--- src/design/tlcb_pkg.sv ---
// Shared types and codes for the thick line circle brush rasterizer.
// No dependencies; imported by tlcb_walk and thick_line_circle_brush_raster.
package tlcb_pkg;

  // Input operation codes
  localparam logic OP_LOAD = 1'b0;
  localparam logic OP_NEXT = 1'b1;

  // Configuration register indexes
  localparam logic [1:0] REG_BRUSH_RADIUS = 2'd0;
  localparam logic [1:0] REG_PEN_COLOR    = 2'd1;

  // Commands from the request side to the line/circle walker
  typedef struct packed {
    logic load;  // latch a new line
    logic step;  // advance to the next (x, yi) pair
  } walk_cmd_t;

  // Current brush position and circle pair
  typedef struct packed {
    logic signed [12:0] cx;  // line point column
    logic signed [12:0] cy;  // line point row
    logic signed [7:0]  a;   // circle x
    logic signed [7:0]  b;   // inner run y
  } walk_pt_t;

endpackage

--- src/design/tlcb_walk.sv ---
// Bresenham line walker with Bresenham filled-circle stepping.
// Depends on tlcb_pkg (walk_cmd_t, walk_pt_t).
module tlcb_walk
  import tlcb_pkg::*;
(
  input  logic               clk,
  input  logic               rst_n,
  input  walk_cmd_t          cmd,
  input  logic signed [11:0] start_x,
  input  logic signed [11:0] start_y,
  input  logic signed [11:0] end_x,
  input  logic signed [11:0] end_y,
  input  logic [6:0]         radius,
  output logic               busy,
  output walk_pt_t           pt,
  output logic               fin
);

  logic signed [12:0] line_x_r, line_x_nxt, line_y_r, line_y_nxt;
  logic signed [12:0] target_x_r, target_x_nxt, target_y_r, target_y_nxt;
  logic [11:0]        span_x_r, span_x_nxt, span_y_r, span_y_nxt;
  logic               step_x_neg_r, step_x_neg_nxt, step_y_neg_r, step_y_neg_nxt;
  logic signed [12:0] line_error_r, line_error_nxt;
  logic signed [7:0]  circle_x_r, circle_x_nxt, circle_y_r, circle_y_nxt;
  logic signed [7:0]  inner_y_r, inner_y_nxt;
  logic signed [11:0] circle_decision_r, circle_decision_nxt;
  logic               busy_r, busy_nxt;

  logic signed [12:0] x0, y0, x1, y1, dx, dy;
  logic [11:0]        sx_abs, sy_abs;
  logic signed [7:0]  cx_inc, cy_dec, r_ext;
  logic signed [11:0] dec_upd, dec_init;
  logic signed [13:0] err_w, spx_w, spy_w, err_upd;
  logic               go_x, go_y;
  logic signed [12:0] lx_step, ly_step;

  assign busy = busy_r;
  assign pt   = '{cx: line_x_r, cy: line_y_r, a: circle_x_r, b: inner_y_r};

  always_comb begin
    // Load arithmetic
    x0 = 13'(start_x);
    y0 = 13'(start_y);
    x1 = 13'(end_x);
    y1 = 13'(end_y);
    dx = x1 - x0;
    dy = y1 - y0;
    sx_abs = dx[12] ? 12'(-dx) : dx[11:0];
    sy_abs = dy[12] ? 12'(-dy) : dy[11:0];
    r_ext    = $signed({1'b0, radius});
    dec_init = 12'sd3 - $signed({4'b0, radius, 1'b0});

    // Circle stepping
    if (circle_decision_r[11]) begin
      dec_upd = circle_decision_r + (12'(circle_x_r) <<< 2) + 12'sd6;
      cy_dec  = circle_y_r;
    end else begin
      dec_upd = circle_decision_r + (12'(circle_x_r - circle_y_r) <<< 2) + 12'sd10;
      cy_dec  = circle_y_r - 8'sd1;
    end
    cx_inc = circle_x_r + 8'sd1;

    // Line stepping
    err_w = 14'(line_error_r);
    spx_w = $signed({2'b00, span_x_r});
    spy_w = $signed({2'b00, span_y_r});
    go_x  = err_w > -spx_w;
    go_y  = err_w < spy_w;
    err_upd = err_w - (go_x ? spy_w : 14'sd0) + (go_y ? spx_w : 14'sd0);
    lx_step = go_x ? (step_x_neg_r ? line_x_r - 13'sd1 : line_x_r + 13'sd1) : line_x_r;
    ly_step = go_y ? (step_y_neg_r ? line_y_r - 13'sd1 : line_y_r + 13'sd1) : line_y_r;

    // Hold by default
    line_x_nxt = line_x_r;
    line_y_nxt = line_y_r;
    target_x_nxt = target_x_r;
    target_y_nxt = target_y_r;
    span_x_nxt = span_x_r;
    span_y_nxt = span_y_r;
    step_x_neg_nxt = step_x_neg_r;
    step_y_neg_nxt = step_y_neg_r;
    line_error_nxt = line_error_r;
    circle_x_nxt = circle_x_r;
    circle_y_nxt = circle_y_r;
    inner_y_nxt = inner_y_r;
    circle_decision_nxt = circle_decision_r;
    busy_nxt = busy_r;
    fin = 1'b0;

    if (cmd.load) begin
      span_x_nxt = sx_abs;
      span_y_nxt = sy_abs;
      step_x_neg_nxt = !(x0 < x1);
      step_y_neg_nxt = !(y0 < y1);
      line_error_nxt = (sx_abs > sy_abs) ? $signed({2'b00, sx_abs[11:1]})
                                         : -$signed({2'b00, sy_abs[11:1]});
      line_x_nxt = x0;
      line_y_nxt = y0;
      target_x_nxt = x1;
      target_y_nxt = y1;
      busy_nxt = !(x0 == x1 && y0 == y1);
      circle_x_nxt = 8'sd0;
      circle_y_nxt = r_ext;
      inner_y_nxt = 8'sd0;
      circle_decision_nxt = dec_init;
    end else if (cmd.step && busy_r) begin
      if (inner_y_r < circle_y_r) begin
        // Inner run continues
        inner_y_nxt = inner_y_r + 8'sd1;
      end else if (cx_inc <= cy_dec) begin
        // Next octant pair
        circle_decision_nxt = dec_upd;
        circle_y_nxt = cy_dec;
        circle_x_nxt = cx_inc;
        inner_y_nxt = cx_inc;
      end else begin
        // Circle done: move along the line
        line_error_nxt = err_upd[12:0];
        line_x_nxt = lx_step;
        line_y_nxt = ly_step;
        if (lx_step == target_x_r && ly_step == target_y_r) begin
          busy_nxt = 1'b0;
          fin = 1'b1;
          circle_decision_nxt = dec_upd;
          circle_y_nxt = cy_dec;
          circle_x_nxt = cx_inc;
        end else begin
          circle_x_nxt = 8'sd0;
          circle_y_nxt = r_ext;
          inner_y_nxt = 8'sd0;
          circle_decision_nxt = dec_init;
        end
      end
    end
  end

  always_ff @(posedge clk) begin
    if (!rst_n) begin
      line_x_r <= '0;
      line_y_r <= '0;
      target_x_r <= '0;
      target_y_r <= '0;
      span_x_r <= '0;
      span_y_r <= '0;
      step_x_neg_r <= 1'b0;
      step_y_neg_r <= 1'b0;
      line_error_r <= '0;
      circle_x_r <= '0;
      circle_y_r <= '0;
      inner_y_r <= '0;
      circle_decision_r <= '0;
      busy_r <= 1'b0;
    end else begin
      line_x_r <= line_x_nxt;
      line_y_r <= line_y_nxt;
      target_x_r <= target_x_nxt;
      target_y_r <= target_y_nxt;
      span_x_r <= span_x_nxt;
      span_y_r <= span_y_nxt;
      step_x_neg_r <= step_x_neg_nxt;
      step_y_neg_r <= step_y_neg_nxt;
      line_error_r <= line_error_nxt;
      circle_x_r <= circle_x_nxt;
      circle_y_r <= circle_y_nxt;
      inner_y_r <= inner_y_nxt;
      circle_decision_r <= circle_decision_nxt;
      busy_r <= busy_nxt;
    end
  end

  // Finishing a line always drops busy
  assert property (@(posedge clk) disable iff (!rst_n) fin |=> !busy_r)
    else $error("walker finished a line but stayed busy");
  // Without a command the walker holds its position
  assert property (@(posedge clk) disable iff (!rst_n)
    (busy_r && !cmd.load && !cmd.step) |=> $stable(inner_y_r) && $stable(line_x_r))
    else $error("walker state moved without a command");
  // A load always restarts the circle at x = 0
  assert property (@(posedge clk) disable iff (!rst_n)
    cmd.load |=> (circle_x_r == 8'sd0) && (inner_y_r == 8'sd0))
    else $error("load did not restart the circle");

endmodule

--- src/design/thick_line_circle_brush_raster.sv ---
// Top level of the thick line rasterizer with a filled circular brush.
// Depends on tlcb_pkg and tlcb_walk.
//
// A load request (operation 0) latches a line and gives no result.
// A next request (operation 1) gives the eight symmetric pixel writes of one
// circle pair, one result per cycle from the result register while out_ready is
// high, or the single done result when no line is active. The walker advances
// when the request is taken, and the next request is accepted in the cycle the
// last result of the previous one leaves, so a steady stream of next requests
// keeps the result port busy every cycle while out_ready is high. Pixels outside
// SCREEN_W x SCREEN_H have visible low and zero coordinates; the eighth result of
// the request that finishes a line has done_res high.
module thick_line_circle_brush_raster
  import tlcb_pkg::*;
#(
  parameter int SCREEN_W = 1024,
  parameter int SCREEN_H = 600
) (
  input  logic               clk,
  input  logic               rst_n,
  // Configuration write port
  input  logic               cfg_wr_en,
  input  logic [1:0]         cfg_index,
  input  logic [31:0]        cfg_wdata,
  // Request channel
  input  logic               in_valid,
  output logic               in_ready,
  input  logic               in_operation,
  input  logic signed [11:0] in_start_x,
  input  logic signed [11:0] in_start_y,
  input  logic signed [11:0] in_end_x,
  input  logic signed [11:0] in_end_y,
  // Result channel
  output logic               out_valid,
  input  logic               out_ready,
  output logic [9:0]         out_pixel_x,
  output logic [9:0]         out_pixel_y,
  output logic [31:0]        out_write_color,
  output logic               out_visible,
  output logic               out_done_res,
  output logic               out_last
);

  localparam logic signed [13:0] SCR_W = 14'(SCREEN_W);
  localparam logic signed [13:0] SCR_H = 14'(SCREEN_H);

  logic [6:0]  brush_radius_r;
  logic [31:0] pen_color_r;

  walk_cmd_t cmd;
  walk_pt_t  pt;
  logic      busy, fin;

  logic      grp_valid_r, grp_valid_nxt;
  logic      grp_idle_r, grp_idle_nxt;
  logic      grp_fin_r, grp_fin_nxt;
  walk_pt_t  grp_pt_r, grp_pt_nxt;
  logic [2:0] idx_r, idx_nxt;

  logic in_fire, out_fire, item_last;
  logic signed [7:0]  u, v;
  logic signed [13:0] px, py;
  logic vis;

  // Configuration registers
  always_ff @(posedge clk) begin
    if (!rst_n) begin
      brush_radius_r <= '0;
      pen_color_r <= '0;
    end else if (cfg_wr_en) begin
      case (cfg_index)
        REG_BRUSH_RADIUS: brush_radius_r <= cfg_wdata[6:0];
        REG_PEN_COLOR:    pen_color_r <= cfg_wdata;
        default: ;
      endcase
    end
  end

  // Handshake
  assign item_last = grp_idle_r || (idx_r == 3'd7);
  assign in_ready  = !grp_valid_r || (out_ready && item_last);
  assign in_fire   = in_valid && in_ready;
  assign out_fire  = out_valid && out_ready;

  assign cmd.load = in_fire && (in_operation == OP_LOAD);
  assign cmd.step = in_fire && (in_operation == OP_NEXT);

  tlcb_walk u_walk (
    .clk     (clk),
    .rst_n   (rst_n),
    .cmd     (cmd),
    .start_x (in_start_x),
    .start_y (in_start_y),
    .end_x   (in_end_x),
    .end_y   (in_end_y),
    .radius  (brush_radius_r),
    .busy    (busy),
    .pt      (pt),
    .fin     (fin)
  );

  // Result group register and drain index
  always_comb begin
    grp_valid_nxt = grp_valid_r;
    grp_idle_nxt  = grp_idle_r;
    grp_fin_nxt   = grp_fin_r;
    grp_pt_nxt    = grp_pt_r;
    idx_nxt       = idx_r;
    if (out_fire) begin
      idx_nxt = idx_r + 3'd1;
      if (item_last) grp_valid_nxt = 1'b0;
    end
    if (cmd.step) begin
      grp_valid_nxt = 1'b1;
      grp_idle_nxt  = !busy;
      grp_fin_nxt   = fin;
      grp_pt_nxt    = pt;
      idx_nxt       = 3'd0;
    end
  end

  always_ff @(posedge clk) begin
    if (!rst_n) begin
      grp_valid_r <= 1'b0;
      grp_idle_r  <= 1'b0;
      grp_fin_r   <= 1'b0;
      idx_r       <= '0;
    end else begin
      grp_valid_r <= grp_valid_nxt;
      grp_idle_r  <= grp_idle_nxt;
      grp_fin_r   <= grp_fin_nxt;
      idx_r       <= idx_nxt;
    end
  end

  always_ff @(posedge clk) begin
    grp_pt_r <= grp_pt_nxt;
  end

  // Symmetric point for the current index, then screen clip
  always_comb begin
    u  = idx_r[2] ? grp_pt_r.b : grp_pt_r.a;
    v  = idx_r[2] ? grp_pt_r.a : grp_pt_r.b;
    px = idx_r[0] ? 14'(grp_pt_r.cx) - 14'(u) : 14'(grp_pt_r.cx) + 14'(u);
    py = idx_r[1] ? 14'(grp_pt_r.cy) - 14'(v) : 14'(grp_pt_r.cy) + 14'(v);
    vis = !grp_idle_r && !px[13] && !py[13] && (px < SCR_W) && (py < SCR_H);
  end

  assign out_valid       = grp_valid_r;
  assign out_pixel_x     = vis ? px[9:0] : 10'd0;
  assign out_pixel_y     = vis ? py[9:0] : 10'd0;
  assign out_write_color = pen_color_r;
  assign out_visible     = vis;
  assign out_last        = item_last;
  assign out_done_res    = grp_idle_r || (grp_fin_r && idx_r == 3'd7);

  // A next request always produces a result in the following cycle
  assert property (@(posedge clk) disable iff (!rst_n) cmd.step |=> out_valid)
    else $error("next request produced no result");
  // Done only ever marks the final result of a request
  assert property (@(posedge clk) disable iff (!rst_n) out_done_res |-> out_last)
    else $error("done flagged on a non-final result");
  // A taken result that is not the last is followed by another
  assert property (@(posedge clk) disable iff (!rst_n)
    (out_fire && !out_last) |=> out_valid && (idx_r == $past(idx_r) + 3'd1))
    else $error("result group drained early");
  // With no pending results the request side is open
  assert property (@(posedge clk) disable iff (!rst_n) !grp_valid_r |-> in_ready)
    else $error("request stalled with empty result register");

endmodule

--- config.mk ---
export PLATFORM = sky130hd
export DESIGN_NAME = thick_line_circle_brush_raster
export DESIGN_NICKNAME = d
export VERILOG_FILES = /design/src/design/tlcb_pkg.sv /design/src/design/tlcb_walk.sv /design/src/design/thick_line_circle_brush_raster.sv
export SDC_FILE = /design/constraint.sdc
export NUM_CORES = 1
export LEC_CHECK = 0
export ABC_CLOCK_PERIOD_IN_PS = 6600
export BUFFER_PORTS_ARGS = -buffer_cell sky130_fd_sc_hd__buf_2
export CORE_MARGIN = 4
export CORE_UTILIZATION = 42
export CTS_CLUSTER_DIAMETER = 30
export DETAILED_ROUTE_END_ITERATION = 10
export PLACE_DENSITY = 0.71
export SYNTH_ARGS = -nofsm -noshare
export SYNTH_HDL_FRONTEND = slang
export SYNTH_SLANG_ARGS = --single-unit
--- constraint.sdc ---
create_clock -name clk -period 6.6 [get_ports clk]
set_clock_uncertainty 0.2 [all_clocks]
set_input_delay 0.66 -clock clk [delete_from_list [all_inputs] [get_ports clk]]
set_output_delay 0.66 -clock clk [all_outputs]
set_load 0.02 [all_outputs]
==> flow_summary.json, run 1 <==
{
  "synth_area_um2": 18100,
  "die_w_um": 215,
  "setup_viol": 0,
  "dp_hpwl_mm": 43.7,
  "async_reset_ff_frac": 0,
  "fmax_ghz": 0.161,
  "synthTopCellsByArea": "dfxtp_1 (19%), ha_1 (14%), edfxtp_1 (7.0%)",
  "crit_path_max_fanout": 7,
  "p_leak_nw": 9.12,
  "worst-r2r-setup-slack_ps": 390,
  "combPwrFrac": 0.340,
  "cpPeakStageDelay_ps": 510,
  "status": "complete, no violations",
  "vias_per_cell": 5.81,
  "globalplace.congestion": 0.980,
  "required_ps": 6830,
  "port_buffers": 144,
  "switching_share": 0.347,
  "fillers": 4069,
  "grt_pass1_vias": 16900,
  "worstPathArrival_ps": 6440,
  "hold_path_depth": 3,
  "rr_endpoint": "u_walk.line_error_r[10]",
  "worst_slew_pin_slew_ps": 1150,
  "ioPinCount": 145,
  "post-cts-setup-buffer-count": 0,
  "core_area_um2": 42200,
  "globalRouteTotalUtil": 0.235,
  "die_h_um": 215,
  "synthMuxAreaShare": 0.0259,
  "antenna_cells": 0,
  "synth_xor_area_frac": 0.0835,
  "worstSetupPathType": "reg -> reg",
  "pwr-share-seq": 0.247,
  "antenna_found_initial": 0,
  "clk_pin_slew_worst_paths_ps": 50,
  "dp_cells": 2879,
  "synth.yosys.seq_area_share": 0.258,
  "tns_ps": 0,
  "p_sw_mw": 2.10,
  "rr_worst_depth": 29,
  "htree_levels": 2,
  "startpoint_type": "flip-flop",
  "fin_crit_ps": 6210,
  "area_growth_pct": 16.7,
  "ys_warn_count": 0,
  "synth_ff_type": "dfxtp_1",
  "grt_overflow_total": 0,
  "num_vias": 17200,
  "worstHoldStart": "cfg_wdata[22]",
  "syn_nets": 2558,
  "p_per_area_nw_per_um2": 288,
  "yosys.area.top_type": "dfxtp_1",
  "period_share": 0.941,
  "ir_drop_mv": 0.175,
  "synth_top_area_share": 0.188,
  "cts_tree": "built",
  "wl_per_cell_um": 19.0,
  "clockPowerShare": 0.413,
  "synth_top_family_by_area": "compound AO/OA/AOI/OAI gates",
  "drv_slew": 0,
  "hold_buffers": 0,
  "final_cells": 2970,
  "drc_errors": 0,
  "clock_sinks": 212,
  "whs_endpoint": "out_write_color[22]",
  "maxSlewHeadroom": 0.217,
  "clock_latency_ps": 550,
  "clockRootBuffer": "clkbuf_16",
  "yosys.area_share.simple": 0.195,
  "clockBufferDepth": 3,
  "die-area_um2": 46400,
  "r2r_start": "u_walk.span_x_r[0]",
  "grt_setup_unrepaired": "no",
  "grt_max_degree": 76,
  "hold_violations": 0,
  "critPathCaptureType": "flip-flop",
  "synth_edf_count": 42,
  "slowest_stage": "fa_1",
  "cts_made_buffers": 50,
  "synthDistinctLibCells": 96,
  "p_int_mw": 3.96,
  "min_path_type": "in -> reg",
  "power_mw": 6.07,
  "syn_inst": 2254,
  "start_util": 0.428,
  "syn-mean-instance-area_um2": 8.02,
  "ant_nets": 0,
  "wl_mm": 56.5,
  "drive_gt1_frac": 0.121,
  "synth_compound_area_frac": 0.226,
  "row_count": 75,
  "first_pass_iters": 5,
  "final_util": 0.499,
  "ys_ff_latch": 212,
  "drt_iter0_drc": 1538,
  "maxCapViolations": 0,
  "finalNetCount": 2696,
  "grt_pass1_wl_mm": 90.0,
  "synth_fa_ha_area_frac": 0.158
}
==> cells in the final DEF, fill, tap and decap left out, drive strengths merged, types with 14 or more instances in the layout <==
master,count
mux2i,40
nor3b,14
nor3,61
dfxtp,170
nand2,240
a211oi,66
and2,18
buf,167
nand2b,24
a21oi,206
o21ai,90
ha,195
xor2,54
edfxtp,42
nand3,55
or3,18
o211ai,18
clkbuf,61
nand4,18
a31oi,20
a21o,42
inv,175
clkinv,17
fa,21
o21a,25
nor2b,24
o21bai,14
xnor2,100
nor2,211
==> metal layers <==
layer / part of all wire / track usage / vias to the layer above
met5: 0 / 0 / -
met4: 0.032 / 0.0842 / 0
met3: 0.061 / 0.0326 / 120
met2: 0.46 / 0.383 / 591
met1: 0.44 / 0.319 / 8139
li1: - / - / 8396
==> repair_timing <==
item | 4_1_cts | 5_1_grt
setup endpoints to repair | 20 | 10
pin swaps | 0 | 1
resized for setup | 2 | 11
==> kinds of logic (layout without fill, tap and decap cells) <==
group                      Yosys count  after routing
muxes                               46             46
and+or+nand+nor                    747            747
DFF                                212            212
buffers and inverters              255            432
AOI/OAI and AO/OA                  617            617
xor gates and xnor gates           161            161
adders and majority gates          216            216
==> worst max path at each step <==
| stage | startpoint | endpoint | slack, ps |
|---|---|---|---|
| 6_report | u_walk.span_x_r[0] | u_walk.line_error_r[10] | 390 |
| 3_3_place_gp | u_walk.span_x_r[0] | u_walk.line_error_r[12] | 390 |
| 3_5_place_dp | u_walk.span_x_r[0] | u_walk.line_error_r[10] | 180 |
| 2_1_floorplan | idx_r[2] | out_pixel_x[2] | 530 |
| 5_1_grt | u_walk.span_x_r[0] | u_walk.line_error_r[11] | 30 |
| 4_1_cts | u_walk.span_x_r[0] | u_walk.line_error_r[10] | 140 |
==> sequential cells by signal, indices dropped and copies added (netlist names), 3 cells and up <==
name and count:
u_walk.inner_y_r 8, u_walk.line_y_r 13, u_walk.span_y_r 12, out_write_color 32
u_walk.line_error_r 13, u_walk.line_x_r 13, grp_pt_r 42, u_walk.target_x_r 12
idx_r 3, u_walk.span_x_r 12, u_walk.circle_decision_r 11, brush_radius_r 7
u_walk.target_y_r 12, u_walk.circle_y_r 8, u_walk.circle_x_r 8
==> metrics by stage <==
step | setup slack, ps | cell area (µm²) | hold slack [ps]
floorplan | 532 | 18100 | 236
global placement | 391 | 19300 | 239
detailed placement | 177 | 19300 | 243
CTS | 136 | 21000 | 133
global route | 29.5 | 21100 | 149
finish | 391 | 21100 | 156
==> synthesized netlist by cell type (10+ instances only) <==
library cell,number
nand2_1,240
nor2_1,210
a21oi_1,206
ha_1,195
inv_1,172
dfxtp_1,170
xnor2_1,100
o21ai_0,85
a211oi_1,65
clkbuf_1,60
nor3_1,60
nand3_1,55
xor2_1,54
a21o_1,42
edfxtp_1,42
mux2i_1,40
o21a_1,25
nand2b_1,24
nor2b_1,24
fa_1,21
a31oi_1,20
o211ai_1,18
or3_1,18
nand4_1,17
and2_1,16
buf_1,15
nor3b_1,14
o21bai_1,14
and3_1,13
a22oi_1,12
a2111oi_0,10
a21boi_0,10
or2_2,10
==> critical path: cells and delay by family, from the launching register on <==
| family | cells | cell delay (ps) |
|---|---|---|
| buf+inv | 2 | 170 |
| fa+ha+maj | 4 | 1440 |
| xor+xnor | 2 | 290 |
| simple gates | 12 | 1840 |
| flops | 1 | 340 |
| compound gates | 9 | 1820 |
==> cell type report <==
type | instances | area, µm² | area share
multi-input combinational | 1787 | 12500 | 0.592
sequential | 212 | 4670 | 0.221
clock buffer | 61 | 1330 | 0.0632
timing repair buffer | 167 | 897 | 0.0425
tap | 539 | 674 | 0.0320
inverter | 174 | 656 | 0.0311
clock inverter | 30 | 380 | 0.0180
==> power groups by stage <==
stage / registers [mW] / clock network, mW / logic [mW]
after floorplan: 1.48 / 0 / 1.50
after global placement: 1.51 / 0 / 1.96
after detailed placement: 1.52 / 0 / 2.01
after CTS: 1.49 / 2.53 / 2.03
after global routing: 1.50 / 2.61 / 2.29
final: 1.50 / 2.51 / 2.06
No activity file was read; power rests on OpenSTA's default activity.
==> run 2: changes to the inputs <==
MAX_ROUTING_LAYER = met4   (was default)
SLEW_MARGIN = 20   (was default)
==> flow_summary.json, run 2 (synthesis gave the netlist of run 1 again) <==
{
  "num_vias": 17600,
  "worstSetupPathType": "reg -> reg",
  "clk_pin_slew_worst_paths_ps": 40,
  "hold_violations": 0,
  "cts_made_buffers": 56,
  "grt_use_met2": 0.400,
  "drt_iter0_drc": 1632,
  "whs_endpoint": "out_write_color[17]",
  "grt_max_degree": 92,
  "wl_per_cell_um": 19.4,
  "worstPathArrival_ps": 6520,
  "clockPowerShare": 0.438,
  "combPwrFrac": 0.327,
  "die_w_um": 215,
  "hold_path_depth": 3,
  "grt_overflow_total": 0,
  "p_leak_nw": 9.24,
  "clock_sinks": 212,
  "setup_viol": 0,
  "min_path_type": "in -> reg",
  "first_pass_iters": 9,
  "cpPeakStageDelay_ps": 500,
  "clockRootBuffer": "clkbuf_16",
  "fmax_ghz": 0.160,
  "finalNetCount": 2706,
  "die_h_um": 215,
  "globalplace.congestion": 0.981,
  "drc_errors": 0,
  "dp_hpwl_mm": 44.2,
  "maxSlewHeadroom": 0.323,
  "grt.busiest_layer": "met2",
  "regMostFlops": "grp_pt_r",
  "use_met3": 0.0311,
  "worstHoldStart": "cfg_wdata[17]",
  "start_util": 0.428,
  "clockBufferDepth": 3,
  "slowest_stage": "fa_1",
  "largest_reg_flops": 42,
  "crit_path_max_fanout": 7,
  "mostFrequentLayoutCells": "nand2_1 (240), nor2_1 (207), a21oi_1 (204)",
  "drv_slew": 0,
  "startpoint_type": "flip-flop",
  "cts_tree": "built",
  "die-area_um2": 46400,
  "switching_share": 0.350,
  "setup_ws_ps": 351,
  "worst-r2r-setup-slack_ps": 350,
  "hold_ws_ps": 108,
  "grt_pass1_wl_mm": 90.3,
  "port_buffers": 144,
  "final_common_cell": "nand2_1",
  "final_util": 0.507,
  "p_sw_mw": 2.23,
  "rr_endpoint": "u_walk.line_error_r[10]",
  "vias_per_cell": 5.88,
  "worst_slew_pin_slew_ps": 1020,
  "ioPinCount": 145,
  "row_count": 75,
  "core_area_um2": 42200,
  "maxCapViolations": 0,
  "grt_pass1_vias": 16800,
  "htree_levels": 2,
  "wl_mm": 57.9,
  "p_per_area_nw_per_um2": 298,
  "antenna_found_initial": 0,
  "globalRouteTotalUtil": 0.245,
  "period_share": 0.947,
  "ant_nets": 0,
  "drive_gt1_frac": 0.130,
  "ir_drop_mv": 0.202,
  "required_ps": 6880,
  "rr_worst_depth": 29,
  "pwr-share-seq": 0.235,
  "r2r_start": "u_walk.span_x_r[0]",
  "p_int_mw": 4.14,
  "status": "complete, no violations",
  "fin_crit_ps": 6250,
  "pre_cts_slack_ps": 136,
  "clock_latency_ps": 600,
  "tns_ps": 0,
  "met1_usage": 0.316,
  "critPathCaptureType": "flip-flop",
  "area_growth_pct": 18.4
}
-- run 2: routing by layer --
layer	vias up	routed length, µm	part of all wire
li1	8434	-	-
met1	8370	25400	0.44
met2	635	27200	0.47
met3	117	3700	0.064
met4	0	1580	0.027
met5	-	0	0
-- run 2: worst max-delay path by stage --
| stage | start | to | slack, ps | cells past startpoint |
|---|---|---|---|---|
| 6_report | u_walk.span_x_r[0] | u_walk.line_error_r[10] | 350 | 29 |
| 3_5_place_dp | u_walk.span_x_r[0] | u_walk.line_error_r[10] | 140 | 29 |
| 4_1_cts | u_walk.span_x_r[0] | u_walk.line_error_r[10] | 110 | 29 |
| 3_3_place_gp | u_walk.span_x_r[0] | u_walk.line_error_r[12] | 360 | 29 |
| 5_1_grt | idx_r[2] | out_pixel_x[8] | -10 | 18 |
| 2_1_floorplan | idx_r[2] | out_pixel_x[2] | 530 | 21 |
-- run 2: worst max-delay path, delay by kind of cell, from the launching register on --
kind            cells  cell delay, ps
fa+ha+maj           4            1420
compound gates      9            1900
buf+inv             2             190
simple gates       12            1820
flops               1             340
xor+xnor            2             290
-- run 2: cell type report --
type                       instances  area, µm²
multi-input combinational       1788      12500
antenna                            1       2.50
clock inverter                    38        475
timing repair buffer             170        920
fill                            4012      20800
tap                              539        674
clock buffer                      66       1480
inverter                         174        656
sequential                       212       4670
-- run 2: through the flow --
step           instance area [µm²]  cells  power [mW]
3_3_place_gp                 19300   2880        3.48
4_1_cts                      21300   2984        6.35
3_5_place_dp                 19300   2880        3.54
6_report                     21400   2988        6.37
2_1_floorplan                18100   2254        2.98
5_1_grt                      21400   2987        6.69
-- run 2: power by group through the flow --
stage / clock network, mW / logic (mW) / registers, mW
after detailed placement: 0 / 2.02 / 1.52
after global routing: 2.89 / 2.29 / 1.50
after floorplan: 0 / 1.50 / 1.48
final: 2.79 / 2.08 / 1.50
after CTS: 2.82 / 2.04 / 1.49
after global placement: 0 / 1.97 / 1.51
-- run 2: timing repair --
| item | 4_1_cts | 5_1_grt |
|---|---|---|
| setup endpoints to repair | 2 | 25 |
| gates cloned | 0 | 1 |
| setup buffers | 0 | 1 |
| gates resized for setup | 1 | 14 |
| hold buffers | 0 | 0 |
| pin swaps | 0 | 1 |
==> run 3: changes to the inputs <==
CORE_ASPECT_RATIO = 0.8   (was default)
CTS_BUF_LIST = sky130_fd_sc_hd__clkbuf_4   (was default)
==> flow_summary.json, run 3 (synthesis gave the netlist of run 1 again) <==
{
  "status": "complete, no violations",
  "worstHoldStart": "in_start_x[8]",
  "crit_start": "u_walk.span_x_r[0]",
  "clk_pin_slew_worst_paths_ps": 60,
  "grt_max_degree": 78,
  "cts_tree": "built",
  "drc_errors": 0,
  "rr_endpoint": "u_walk.line_error_r[12]",
  "slowest_stage": "fa_1",
  "ioPinCount": 145,
  "required_ps": 7090,
  "worst-r2r-setup-slack_ps": 390,
  "ir_drop_mv": 0.170,
  "crit_family": "simple AND/OR/NAND/NOR gates",
  "die_h_um": 194,
  "setup_viol": 0,
  "worstSetupPathType": "reg -> reg",
  "p_leak_nw": 9.13,
  "grt_pass1_vias": 17000,
  "grt_overflow_total": 0,
  "rr_worst_depth": 29,
  "pre_cts_slack_ps": -48.9,
  "tns_ps": 0,
  "fmax_ghz": 0.161,
  "whs_endpoint": "u_walk.line_x_r[8]",
  "antenna_found_initial": 2,
  "period_share": 0.940,
  "maxSlewHeadroom": 0.239,
  "first_pass_iters": 6,
  "area_growth_pct": 16.6,
  "clockBufferDepth": 3,
  "die-area_um2": 46400,
  "setup_ws_ps": 393,
  "regMostFlops": "grp_pt_r",
  "mostFrequentLayoutCells": "nand2_1 (240), nor2_1 (207), a21oi_1 (204)",
  "dp_hpwl_mm": 44.1,
  "wl_mm": 58.0,
  "ant_nets": 0,
  "hold_ws_ps": 87.3,
  "crit_path_max_fanout": 7,
  "grt_setup_unrepaired": "no",
  "min_path_type": "in -> reg",
  "maxCapViolations": 0,
  "globalplace.congestion": 0.960,
  "fin_crit_ps": 6210,
  "worstPathArrival_ps": 6690,
  "cts_made_buffers": 71,
  "htree_levels": 3,
  "core_area_um2": 42200,
  "vias_per_cell": 5.73,
  "port_buffers": 144,
  "largest_reg_flops": 42,
  "critical_path_buf_inv_count": 2,
  "num_vias": 17700,
  "final_common_cell": "nand2_1",
  "cpPeakStageDelay_ps": 510,
  "hold_violations": 0,
  "clockRootBuffer": "clkbuf_4",
  "hold_path_depth": 3,
  "finalNetCount": 2789,
  "startpoint_type": "flip-flop",
  "drv_slew": 0,
  "wl_per_cell_um": 18.8,
  "cp.depth": 29,
  "globalRouteTotalUtil": 0.249,
  "p_per_area_nw_per_um2": 236,
  "drive_gt1_frac": 0.132,
  "worst_slew_pin_slew_ps": 1130,
  "row_count": 67,
  "drt_iter0_drc": 1847,
  "power_mw": 4.98,
  "die_w_um": 240,
  "r2r_start": "u_walk.span_x_r[0]",
  "critPathCaptureType": "flip-flop",
  "start_util": 0.429,
  "grt_pass1_wl_mm": 91.1,
  "clock_latency_ps": 790,
  "clock_sinks": 212
}
[run 3: cell types whose count changed in the layout (fill, tap and decap cells not counted), moves of 7 or more]
cell           before  now
clkbuf_16          56    0
clkbuf_4            0   89
clkinvlp_4          7    0
dlygate4sd3_1       0   67
clkinv_4            7    0
clkinv_1            1   19
[run 3: cell type report]
type	count	area, µm²
clock inverter	35	200
timing repair buffer	238	1610
sequential	212	4670
multi-input combinational	1788	12600
tap	552	691
fill	4039	21100
clock buffer	89	668
antenna	4	10.0
inverter	174	656
[run 3: repair_timing]
item | 4_1_cts | 5_1_grt
pin swaps | 0 | 2
buffers inserted | 0 | 1
cloned | 0 | 1
setup endpoints to repair | 23 | 27
gates resized for setup | 3 | 27
hold endpoints to repair | 75 | 0
hold buffers | 67 | 0
[run 3: per-layer routing]
layer,track usage,routed length [µm],share of wire,vias to the layer above
li1,-,-,-,8628
met1,0.341,26300,0.45,8324
met2,0.369,25200,0.44,649
met3,0.0548,4750,0.082,120
met4,0.0754,1630,0.028,0
met5,-,0,0,-
[run 3: power by group]
group	internal (mW)	total, mW	switching [mW]
sequential	1.39	1.48	0.0883
combinational	0.869	2.14	1.27
clock	0.718	1.36	0.640
[run 3: through the flow]
step / instance area [µm²] / utilization / std cells
floorplan: 18100 / - / 2254
global placement: 19400 / 0.459 / 2894
detailed placement: 19400 / 0.460 / 2895
CTS: 20900 / 0.496 / 3086
global route: 21100 / 0.500 / 3092
finish: 21100 / 0.500 / 3092
[run 3: worst max path at each step]
stage | endpoint | slack, ps
after detailed placement | u_walk.line_error_r[12] | -50
after global routing | u_walk.line_error_r[12] | 20
after global placement | u_walk.line_error_r[12] | 110
after floorplan | out_pixel_x[2] | 530
final | u_walk.line_error_r[12] | 390
after CTS | out_pixel_x[9] | 10
[run 3: tightest hold or removal path, cell delays in order]
cell and delay, ps:
buf_2 150, a2bb2oi_1 80, a21oi_1 110
